==> src/rtl/rmd128_pkg.sv <==
// Shared types, constants and step tables for the RIPEMD-128 engine.
// No dependencies; imported by rmd128_step and the engine top level.
`default_nettype none
package rmd128_pkg;

   typedef enum logic [2:0] {
      ST_IDLE, ST_PAD, ST_PRIME, ST_ROUND, ST_FINAL, ST_OUT
   } state_type;

   typedef enum logic [1:0] {
      PH_MARK, PH_FILL, PH_HI, PH_DONE
   } phase_type;

   // Four working words of one line
   typedef struct packed {
      logic [31:0] a;
      logic [31:0] b;
      logic [31:0] c;
      logic [31:0] d;
   } line_type;

   localparam logic [31:0] IV0 = 32'h67452301;
   localparam logic [31:0] IV1 = 32'hEFCDAB89;
   localparam logic [31:0] IV2 = 32'h98BADCFE;
   localparam logic [31:0] IV3 = 32'h10325476;
   localparam logic [31:0] PAD_MARK = 32'h00000080;

   localparam logic [31:0] LEFT_K  [4] = '{32'h00000000, 32'h5A827999,
                                          32'h6ED9EBA1, 32'h8F1BBCDC};
   localparam logic [31:0] RIGHT_K [4] = '{32'h50A28BE6, 32'h5C4DD124,
                                          32'h6D703EF3, 32'h00000000};

   localparam logic [3:0] LEFT_IDX [64] = '{
      4'd0,4'd1,4'd2,4'd3,4'd4,4'd5,4'd6,4'd7,4'd8,4'd9,4'd10,4'd11,4'd12,4'd13,4'd14,4'd15,
      4'd7,4'd4,4'd13,4'd1,4'd10,4'd6,4'd15,4'd3,4'd12,4'd0,4'd9,4'd5,4'd2,4'd14,4'd11,4'd8,
      4'd3,4'd10,4'd14,4'd4,4'd9,4'd15,4'd8,4'd1,4'd2,4'd7,4'd0,4'd6,4'd13,4'd11,4'd5,4'd12,
      4'd1,4'd9,4'd11,4'd10,4'd0,4'd8,4'd12,4'd4,4'd13,4'd3,4'd7,4'd15,4'd14,4'd5,4'd6,4'd2};

   localparam logic [3:0] LEFT_ROT [64] = '{
      4'd11,4'd14,4'd15,4'd12,4'd5,4'd8,4'd7,4'd9,4'd11,4'd13,4'd14,4'd15,4'd6,4'd7,4'd9,4'd8,
      4'd7,4'd6,4'd8,4'd13,4'd11,4'd9,4'd7,4'd15,4'd7,4'd12,4'd15,4'd9,4'd11,4'd7,4'd13,4'd12,
      4'd11,4'd13,4'd6,4'd7,4'd14,4'd9,4'd13,4'd15,4'd14,4'd8,4'd13,4'd6,4'd5,4'd12,4'd7,4'd5,
      4'd11,4'd12,4'd14,4'd15,4'd14,4'd15,4'd9,4'd8,4'd9,4'd14,4'd5,4'd6,4'd8,4'd6,4'd5,4'd12};

   localparam logic [3:0] RIGHT_IDX [64] = '{
      4'd5,4'd14,4'd7,4'd0,4'd9,4'd2,4'd11,4'd4,4'd13,4'd6,4'd15,4'd8,4'd1,4'd10,4'd3,4'd12,
      4'd6,4'd11,4'd3,4'd7,4'd0,4'd13,4'd5,4'd10,4'd14,4'd15,4'd8,4'd12,4'd4,4'd9,4'd1,4'd2,
      4'd15,4'd5,4'd1,4'd3,4'd7,4'd14,4'd6,4'd9,4'd11,4'd8,4'd12,4'd2,4'd10,4'd0,4'd4,4'd13,
      4'd8,4'd6,4'd4,4'd1,4'd3,4'd11,4'd15,4'd0,4'd5,4'd12,4'd2,4'd13,4'd9,4'd7,4'd10,4'd14};

   localparam logic [3:0] RIGHT_ROT [64] = '{
      4'd8,4'd9,4'd9,4'd11,4'd13,4'd15,4'd15,4'd5,4'd7,4'd7,4'd8,4'd11,4'd14,4'd14,4'd12,4'd6,
      4'd9,4'd13,4'd15,4'd7,4'd12,4'd8,4'd9,4'd11,4'd7,4'd7,4'd12,4'd7,4'd6,4'd15,4'd13,4'd11,
      4'd9,4'd7,4'd15,4'd11,4'd8,4'd6,4'd6,4'd14,4'd12,4'd13,4'd5,4'd14,4'd13,4'd13,4'd7,4'd5,
      4'd15,4'd5,4'd8,4'd11,4'd14,4'd14,4'd6,4'd14,4'd6,4'd9,4'd12,4'd9,4'd12,4'd5,4'd15,4'd8};

endpackage
`default_nettype wire

==> src/rtl/rmd128_ram.sv <==
// Generic RAM: one write port, two registered read ports.
// No dependencies.
`default_nettype none
module rmd128_ram #(
   parameter int WIDTH = 32,
   parameter int DEPTH = 16
) (
   input  wire logic                     clock,
   input  wire logic                     wr_en,
   input  wire logic [$clog2(DEPTH)-1:0] wr_addr,
   input  wire logic [WIDTH-1:0]         wr_data,
   input  wire logic [$clog2(DEPTH)-1:0] rd_addr_a,
   input  wire logic [$clog2(DEPTH)-1:0] rd_addr_b,
   output logic      [WIDTH-1:0]         rd_data_a,
   output logic      [WIDTH-1:0]         rd_data_b
);

   logic [WIDTH-1:0] mem_ff [DEPTH];

   // Write and register both reads
   always_ff @(posedge clock) begin
      if (wr_en) begin
         mem_ff[wr_addr] <= wr_data;
      end
      rd_data_a <= mem_ff[rd_addr_a];
      rd_data_b <= mem_ff[rd_addr_b];
   end

endmodule
`default_nettype wire

==> src/rtl/rmd128_step.sv <==
// Shared step unit: one step of the left and the right line together.
// Depends on rmd128_pkg for tables, constants and line_type.
`default_nettype none
module rmd128_step
   import rmd128_pkg::*;
(
   input  wire logic [5:0]  step,
   input  wire line_type    left_cur,
   input  wire line_type    right_cur,
   input  wire logic [31:0] x_left,
   input  wire logic [31:0] x_right,
   output line_type         left_nxt,
   output line_type         right_nxt
);

   function automatic logic [31:0] mix(input logic [1:0] sel, input logic [31:0] x,
                                       input logic [31:0] y, input logic [31:0] z);
      logic [31:0] r;
      case (sel)
         2'd0:    r = x ^ y ^ z;
         2'd1:    r = z ^ (x & (y ^ z));
         2'd2:    r = z ^ (x | ~y);
         default: r = y ^ (z & (x ^ y));
      endcase
      return r;
   endfunction

   function automatic logic [31:0] rotl(input logic [31:0] v, input logic [3:0] n);
      logic [63:0] dbl;
      dbl = {v, v} << n;
      return dbl[63:32];
   endfunction

   logic [1:0]  rnd;
   logic [31:0] sum_l, sum_r, t_l, t_r;

   // Sum, rotate and shift both lines
   always_comb begin
      rnd   = step[5:4];
      sum_l = left_cur.a + mix(rnd, left_cur.b, left_cur.c, left_cur.d)
              + x_left + LEFT_K[rnd];
      sum_r = right_cur.a + mix(2'd3 - rnd, right_cur.b, right_cur.c, right_cur.d)
              + x_right + RIGHT_K[rnd];
      t_l = rotl(sum_l, LEFT_ROT[step]);
      t_r = rotl(sum_r, RIGHT_ROT[step]);
      left_nxt  = '{a: left_cur.d,  b: t_l, c: left_cur.b,  d: left_cur.c};
      right_nxt = '{a: right_cur.d, b: t_r, c: right_cur.b, d: right_cur.c};
   end

endmodule
`default_nettype wire

==> src/rtl/ripemd128_hash_engine_core.sv <==
// RIPEMD-128 engine top level: sequencer, chaining words, block buffer, output.
// Depends on rmd128_pkg, rmd128_ram and rmd128_step.
//
// Usage: message words enter on the req_ stream, one little-endian word per
// handshake; req_tlast marks the final word, whose valid byte count (0..4)
// sits in req_tdata[34:32]. A non-final word always counts as four bytes.
// After the final word the engine pads, appends the bit length and returns
// the four digest words on the rsp_ stream, rsp_tuser giving the word index
// and rsp_tlast marking the fourth. Then it starts a new message.
// Timing: a word that does not fill a block is simply stored. A word that fills
// the block starts one compression: a priming state for the buffer's registered
// read ports, all 64 steps of the shared step unit (both lines per cycle) and a
// feed-forward state. Padding writes one word per cycle and may need one extra
// compression. req_tready is low throughout.
// Digest words are held while rsp_tready is low; no new word is taken until
// all four are delivered. Reset loads the initial chaining values and clears
// the position and the bit count.
`default_nettype none
module ripemd128_hash_engine_core
   import rmd128_pkg::*;
(
   input  wire logic        clock,
   input  wire logic        reset,
   input  wire logic        req_tvalid,
   output logic             req_tready,
   input  wire logic [39:0] req_tdata,  // [31:0] data_word, [34:32] valid_bytes, [39:35] zero
   input  wire logic        req_tlast,  // end_of_message
   output logic             rsp_tvalid,
   input  wire logic        rsp_tready,
   output logic      [31:0] rsp_tdata,  // [31:0] digest_word
   output logic      [1:0]  rsp_tuser,  // [1:0] word_index
   output logic             rsp_tlast   // last_word
);

   state_type   state_ff, state_in;
   phase_type   phase_ff, phase_in;
   logic [3:0]  pos_ff, pos_in;
   logic [63:0] bits_ff, bits_in;
   logic [5:0]  step_ff, step_in;
   logic [1:0]  idx_ff, idx_in;
   logic        ending_ff, ending_in;
   logic [31:0] chain_ff [4];
   logic [31:0] chain_in [4];
   line_type    left_ff, left_in, right_ff, right_in;
   line_type    left_nxt, right_nxt;

   logic        wr_en;
   logic [31:0] wr_data;
   logic [5:0]  rd_step;
   logic [31:0] x_left, x_right;
   logic        req_hs, rsp_hs;
   logic [2:0]  nb_eff;
   logic [31:0] final_word;

   rmd128_ram #(.WIDTH(32), .DEPTH(16)) u_buf (
      .clock     (clock),
      .wr_en     (wr_en),
      .wr_addr   (pos_ff),
      .wr_data   (wr_data),
      .rd_addr_a (LEFT_IDX[rd_step]),
      .rd_addr_b (RIGHT_IDX[rd_step]),
      .rd_data_a (x_left),
      .rd_data_b (x_right)
   );

   rmd128_step u_step (
      .step      (step_ff),
      .left_cur  (left_ff),
      .right_cur (right_ff),
      .x_left    (x_left),
      .x_right   (x_right),
      .left_nxt  (left_nxt),
      .right_nxt (right_nxt)
   );

   assign req_tready = (state_ff == ST_IDLE);
   assign rsp_tvalid = (state_ff == ST_OUT);
   assign rsp_tdata  = chain_ff[idx_ff];
   assign rsp_tuser  = idx_ff;
   assign rsp_tlast  = (idx_ff == 2'd3);
   assign req_hs     = req_tvalid && req_tready;
   assign rsp_hs     = rsp_tvalid && rsp_tready;

   // Mask the final word and place the marker byte
   always_comb begin
      nb_eff = (!req_tlast || req_tdata[34:32] > 3'd4) ? 3'd4 : req_tdata[34:32];
      case (nb_eff)
         3'd0:    final_word = PAD_MARK;
         3'd1:    final_word = {16'h0000, 8'h80, req_tdata[7:0]};
         3'd2:    final_word = {8'h00, 8'h80, req_tdata[15:0]};
         3'd3:    final_word = {8'h80, req_tdata[23:0]};
         default: final_word = req_tdata[31:0];
      endcase
   end

   // Sequence accept, padding, compression and digest output
   always_comb begin
      state_in  = state_ff;
      phase_in  = phase_ff;
      pos_in    = pos_ff;
      bits_in   = bits_ff;
      step_in   = step_ff;
      idx_in    = idx_ff;
      ending_in = ending_ff;
      chain_in  = chain_ff;
      left_in   = left_ff;
      right_in  = right_ff;
      wr_en     = 1'b0;
      wr_data   = final_word;
      rd_step   = (state_ff == ST_ROUND) ? step_ff + 6'd1 : 6'd0;
      case (state_ff)
         ST_IDLE: begin
            if (req_hs) begin
               wr_en     = 1'b1;
               pos_in    = pos_ff + 4'd1;
               bits_in   = bits_ff + {58'd0, nb_eff, 3'b000};
               ending_in = req_tlast;
               phase_in  = (nb_eff == 3'd4) ? PH_MARK : PH_FILL;
               if (pos_ff == 4'd15) begin
                  state_in = ST_PRIME;
               end else if (req_tlast) begin
                  state_in = ST_PAD;
               end
            end
         end
         ST_PAD: begin
            wr_en  = 1'b1;
            pos_in = pos_ff + 4'd1;
            case (phase_ff)
               PH_MARK: begin
                  wr_data  = PAD_MARK;
                  phase_in = PH_FILL;
               end
               PH_FILL: begin
                  wr_data = (pos_ff == 4'd14) ? bits_ff[31:0] : 32'd0;
                  if (pos_ff == 4'd14) begin
                     phase_in = PH_HI;
                  end
               end
               PH_HI: begin
                  wr_data  = bits_ff[63:32];
                  phase_in = PH_DONE;
               end
               default: begin
                  wr_en  = 1'b0;
                  pos_in = pos_ff;
               end
            endcase
            if (pos_ff == 4'd15) begin
               state_in = ST_PRIME;
            end
         end
         ST_PRIME: begin
            left_in  = '{a: chain_ff[0], b: chain_ff[1], c: chain_ff[2], d: chain_ff[3]};
            right_in = left_in;
            step_in  = 6'd0;
            state_in = ST_ROUND;
         end
         ST_ROUND: begin
            left_in  = left_nxt;
            right_in = right_nxt;
            step_in  = step_ff + 6'd1;
            if (step_ff == 6'd63) begin
               state_in = ST_FINAL;
            end
         end
         ST_FINAL: begin
            chain_in[0] = chain_ff[1] + left_ff.c + right_ff.d;
            chain_in[1] = chain_ff[2] + left_ff.d + right_ff.a;
            chain_in[2] = chain_ff[3] + left_ff.a + right_ff.b;
            chain_in[3] = chain_ff[0] + left_ff.b + right_ff.c;
            idx_in      = 2'd0;
            if (!ending_ff) begin
               state_in = ST_IDLE;
            end else if (phase_ff == PH_DONE) begin
               state_in = ST_OUT;
            end else begin
               state_in = ST_PAD;
            end
         end
         ST_OUT: begin
            if (rsp_hs) begin
               idx_in = idx_ff + 2'd1;
               if (idx_ff == 2'd3) begin
                  chain_in  = '{IV0, IV1, IV2, IV3};
                  pos_in    = 4'd0;
                  bits_in   = 64'd0;
                  ending_in = 1'b0;
                  state_in  = ST_IDLE;
               end
            end
         end
         default: state_in = ST_IDLE;
      endcase
   end

   // Hold control state; reset to the initial values
   always_ff @(posedge clock) begin
      if (reset) begin
         state_ff  <= ST_IDLE;
         phase_ff  <= PH_DONE;
         pos_ff    <= 4'd0;
         bits_ff   <= 64'd0;
         step_ff   <= 6'd0;
         idx_ff    <= 2'd0;
         ending_ff <= 1'b0;
         chain_ff  <= '{IV0, IV1, IV2, IV3};
      end else begin
         state_ff  <= state_in;
         phase_ff  <= phase_in;
         pos_ff    <= pos_in;
         bits_ff   <= bits_in;
         step_ff   <= step_in;
         idx_ff    <= idx_in;
         ending_ff <= ending_in;
         chain_ff  <= chain_in;
      end
   end

   // Advance the working words of both lines
   always_ff @(posedge clock) begin
      left_ff  <= left_in;
      right_ff <= right_in;
   end

   a_no_take_while_out: assert property (@(posedge clock) disable iff (reset)
      rsp_tvalid |-> !req_tready)
      else $error("input taken while digest pending");

   a_restart: assert property (@(posedge clock) disable iff (reset)
      (rsp_hs && idx_ff == 2'd3) |=> (state_ff == ST_IDLE && pos_ff == 4'd0
                                      && bits_ff == 64'd0 && chain_ff[0] == IV0))
      else $error("engine not restarted after digest");

   a_round_end: assert property (@(posedge clock) disable iff (reset)
      (state_ff == ST_ROUND && step_ff == 6'd63) |=> state_ff == ST_FINAL)
      else $error("compression did not end after 64 steps");

   a_out_from_final: assert property (@(posedge clock) disable iff (reset)
      $rose(rsp_tvalid) |-> ($past(state_ff) == ST_FINAL && idx_ff == 2'd0))
      else $error("digest output without finished compression");

endmodule
`default_nettype wire
==> config.mk <==
export PLATFORM = sky130hd
export DESIGN_NAME = ripemd128_hash_engine_core
export DESIGN_NICKNAME = d
export VERILOG_FILES = /design/src/rtl/rmd128_pkg.sv /design/src/rtl/rmd128_ram.sv /design/src/rtl/rmd128_step.sv /design/src/rtl/ripemd128_hash_engine_core.sv
export SDC_FILE = /design/constraint.sdc
export NUM_CORES = 2
export LEC_CHECK = 0
export BUFFER_PORTS_ARGS = -buffer_cell sky130_fd_sc_hd__buf_4
export CAP_MARGIN = 20
export CORE_MARGIN = 8
export CORE_UTILIZATION = 45
export DETAILED_ROUTE_END_ITERATION = 7
export MAX_ROUTING_LAYER = met4
export PLACE_DENSITY_LB_ADDON = 0.2
export SYNTH_ARGS = -nofsm -noshare
export SYNTH_HDL_FRONTEND = slang
export SYNTH_SLANG_ARGS = --single-unit
==> constraint.sdc <==
create_clock -name clock -period 7.1 [get_ports clock]
set_input_delay 1.42 -clock clock [delete_from_list [all_inputs] [get_ports clock]]
set_output_delay 1.42 -clock clock [all_outputs]
set_load 0.02 [all_outputs]
==> impl_metrics.env <==
export IMPL_grt_max_degree=110
export IMPL_async_reset_ff_share_pct=0
export IMPL_track_usage_pct=29.5
export IMPL_ios=82
export IMPL_leakagePower_uw=0.0286
export IMPL_cts_resized=0
export IMPL_power_density_nw_per_um2=224
export IMPL_die_w_um=407
export IMPL_worst_pin_slew_ns=1.12
export IMPL_via_count=56500
export IMPL_synthesis_area_um2=68800
export IMPL_grt_ovfl_total=0
export IMPL_ys_seq_area_share_pct=41.4
export IMPL_cp_arrival_ns=7.17
export IMPL_yosys_register_bits=1039
export IMPL_htree_num_levels=3
export IMPL_slew_headroom_pct=25.4
export IMPL_dp_slack_ns=0.679
export IMPL_drt_pass1_iterations=8
export IMPL_end_kind="flip-flop"
export IMPL_route_detailed_drc=0
export IMPL_antenna_found_initial=4
export IMPL_layout_drive_gt1_share_pct=9.47
export IMPL_cts_setup_buffers=0
export IMPL_crit_required_ns=7.64
export IMPL_rows=143
export IMPL_fin_crit_sh_pct=93.4
export IMPL_setup_tns_ns=0
export IMPL_clockRootBuffer="clkbuf_16"
export IMPL_yosysUniqueCellTypes=100
export IMPL_place_congestion=1.01
export IMPL_final_cells=9152
export IMPL_finalSetupViolCount=0
export IMPL_synth_edf_count=768
export IMPL_totalWireLength_mm=245
export IMPL_cts_tree="built"
export IMPL_initial_utilization_pct=45.3
export IMPL_path_class="reg -> reg"
export IMPL_clkTransAtPathRegs_ns=0.07
export IMPL_cts_hold_buf=0
export IMPL_max_freq_mhz=151
export IMPL_post_drt_wl_per_cell_um=26.7
export IMPL_finClkSkew_ns=0.0746
export IMPL_grt_pass1_vias=54300
export IMPL_fin_ws_ns=0.468
export IMPL_nets=7592
export IMPL_critPathLaunchType="flip-flop"
export IMPL_die_area_um2=166000
export IMPL_place_inst=8926
export IMPL_viasPerCell=6.18
export IMPL_core_um2=152000
export IMPL_place_area_um2=72300
export IMPL_maxCapViolCount=0
export IMPL_syn_instance_count=7023
export IMPL_cts_buffer_depth=3
export IMPL_synth_warnings=0
export IMPL_port_buffer_count=76
export IMPL_die_height_um=407
export IMPL_worst_ir_drop_vdd_mv=0.277
export IMPL_ant_nets=0
export IMPL_status="finished, final reports clean"
export IMPL_design_area_um2=76200
export IMPL_cts_sinks=1039
export IMPL_insertion_delay_ns=0.80
export IMPL_syn_area_per_cell_um2=9.79
export IMPL_synthFlopType="edfxtp_1"
export IMPL_syn2layout_area_growth_pct=10.8
export IMPL_cts_buffers=116
export IMPL_path_max_fanout=25
export IMPL_dpl_hpwl_mm=171
export IMPL_syn_nets=7601
export IMPL_hold_violations=0
export IMPL_rsz0062_at_grt="false"
export IMPL_slew_viol_final=0
export IMPL_finalCriticalPeriod_ns=6.63
export IMPL_grt_pass1_wl_mm=358
export IMPL_worstHoldPathType="reg -> reg"
export IMPL_drt_first_iter_violations=6686
export IMPL_fillerInstances=13700
cell type report:
| type | instances | area, um2 | area share [%] |
|---|---|---|---|
| Tap cell | 2030 | 2540 | 3.33 |
| Timing Repair Buffer | 264 | 2290 | 3.00 |
| Clock buffer | 163 | 3250 | 4.26 |
| Inverter | 325 | 1230 | 1.61 |
| Sequential cell | 1039 | 28500 | 37.4 |
| Clock inverter | 58 | 596 | 0.782 |
| Multi-Input combinational cell | 5268 | 37800 | 49.6 |
| Antenna cell | 5 | 12.5 | 0.0164 |
state kept, by name, indices dropped and copies added (netlist names):
register and cells:
u_buf.mem_ff 512, chain_ff 128, left_ff 128, right_ff 128, bits_ff 61, u_buf.rd_data_a 32
u_buf.rd_data_b 32, step_ff 6, pos_ff 4, state_ff 3, phase_ff 2, rsp_tuser 2
ending_ff 1
synth_stat cells (43+ instances only):
library cell  instances  share of area (%)
xnor2_1             134                1.7
mux4_2               71                2.3
clkbuf_1            262                1.4
nand3_1             262                1.9
mux2_2               70                1.1
xor2_1              149                1.9
fa_1                248                7.2
nand2_1            1179                6.4
nand4_1              48               0.44
mux2i_1             262                3.8
o21ai_1              59               0.43
dfxtp_1             271                7.9
inv_1               318                1.7
buf_2                73               0.53
a21o_1               73               0.80
o22ai_1              99               0.90
a211oi_1             53               0.58
a31oi_1              43               0.39
buf_1                45               0.25
a22oi_1              91               0.99
ha_1                285                5.2
a21oi_1             441                3.2
nor3_1               66               0.48
mux2_1               91                1.5
o21ai_0             405                2.9
a32oi_1              66               0.84
nor2_1              495                2.7
o221ai_1             54               0.69
edfxtp_1            768                 34
worst max-delay path, cell delays in order (launching register included):
cell,delay (ns)
dfxtp_2,0.33
inv_1,0.27
ha_1,0.46
inv_1,0.16
buf_4,0.27
o21ai_0,0.22
a21oi_1,0.08
nor2_1,0.13
a21oi_1,0.06
o22ai_1,0.30
fa_1,0.47
ha_1,0.43
a21o_1,0.26
a211oi_1,0.24
nor2_1,0.10
o41ai_1,0.64
o311ai_1,0.35
a31oi_1,0.29
xnor2_1,0.28
nor2_1,0.10
a211oi_1,0.44
mux2i_1,0.22
o221ai_1,0.28
cell families (layout without fill, tap and decap cells):
kind of cell | Yosys count | count (layout) | synth area share [%]
AOI/OAI and AO/OA | 1664 | 1664 | 15.3
xor gates and xnor gates | 284 | 284 | 3.63
adders and majority gates | 533 | 533 | 12.4
buffers and inverters | 716 | 810 | 4.11
DFF | 1039 | 1039 | 41.4
muxes | 494 | 494 | 8.78
other | 0 | 5 | 0
and+or+nand+nor | 2293 | 2293 | 14.4
routing by layer:
metal,up-vias,global-route usage (%),share of wire [%]
met3,538,4.35,7.6
met4,0,12.2,4.8
met1,28000,38.0,41
met2,2589,47.0,46
li1,25400,-,-
met5,-,-,0
final timing paths:
path,from,endpoint,slack [ns],depth (start not counted)
max,step_ff[5],right_ff[73],0.47,22
max reg2reg,step_ff[5],right_ff[73],0.47,22
min reg2reg,bits_ff[3],bits_ff[3],0.49,2
min,bits_ff[3],bits_ff[3],0.49,2
report_power, final:
group,internal [uW],switching (uW)
Clock,3430,2690
Sequential,6740,149
Combinational,1470,2590
cell usage in the layout, fill, tap and decap left out, types with 33 or more instances in the layout:
cell	count
clkbuf_16	116
a31oi_1	42
o21ai_0	405
ha_1	281
nor2b_1	37
o21a_1	33
mux2i_1	262
buf_4	240
a21oi_1	440
o221ai_1	54
a22oi_1	91
fa_1	248
a32oi_1	66
nand2b_1	33
and3_1	37
o22ai_1	99
edfxtp_1	768
a211oi_1	52
or3_1	36
nor3_1	61
dfxtp_1	268
mux2_1	91
xnor2_1	134
nand4_1	48
o211ai_1	36
nand3_1	262
inv_1	317
o21ai_1	57
nor2_1	477
a21o_1	72
mux4_2	71
mux2_2	70
nand2_1	1178
xor2_1	149
metrics by stage:
stage | utilization [%] | total power (uW) | hold WS (ns)
2_1_floorplan | - | 9730 | 0.441
3_3_place_gp | 47.6 | 10900 | 0.465
3_5_place_dp | 47.6 | 11000 | 0.471
4_1_cts | 50.2 | 17100 | 0.485
5_1_grt | 50.2 | 17700 | 0.498
6_report | 50.2 | 17100 | 0.486
Note: power is estimated with default switching activity, not from simulation.
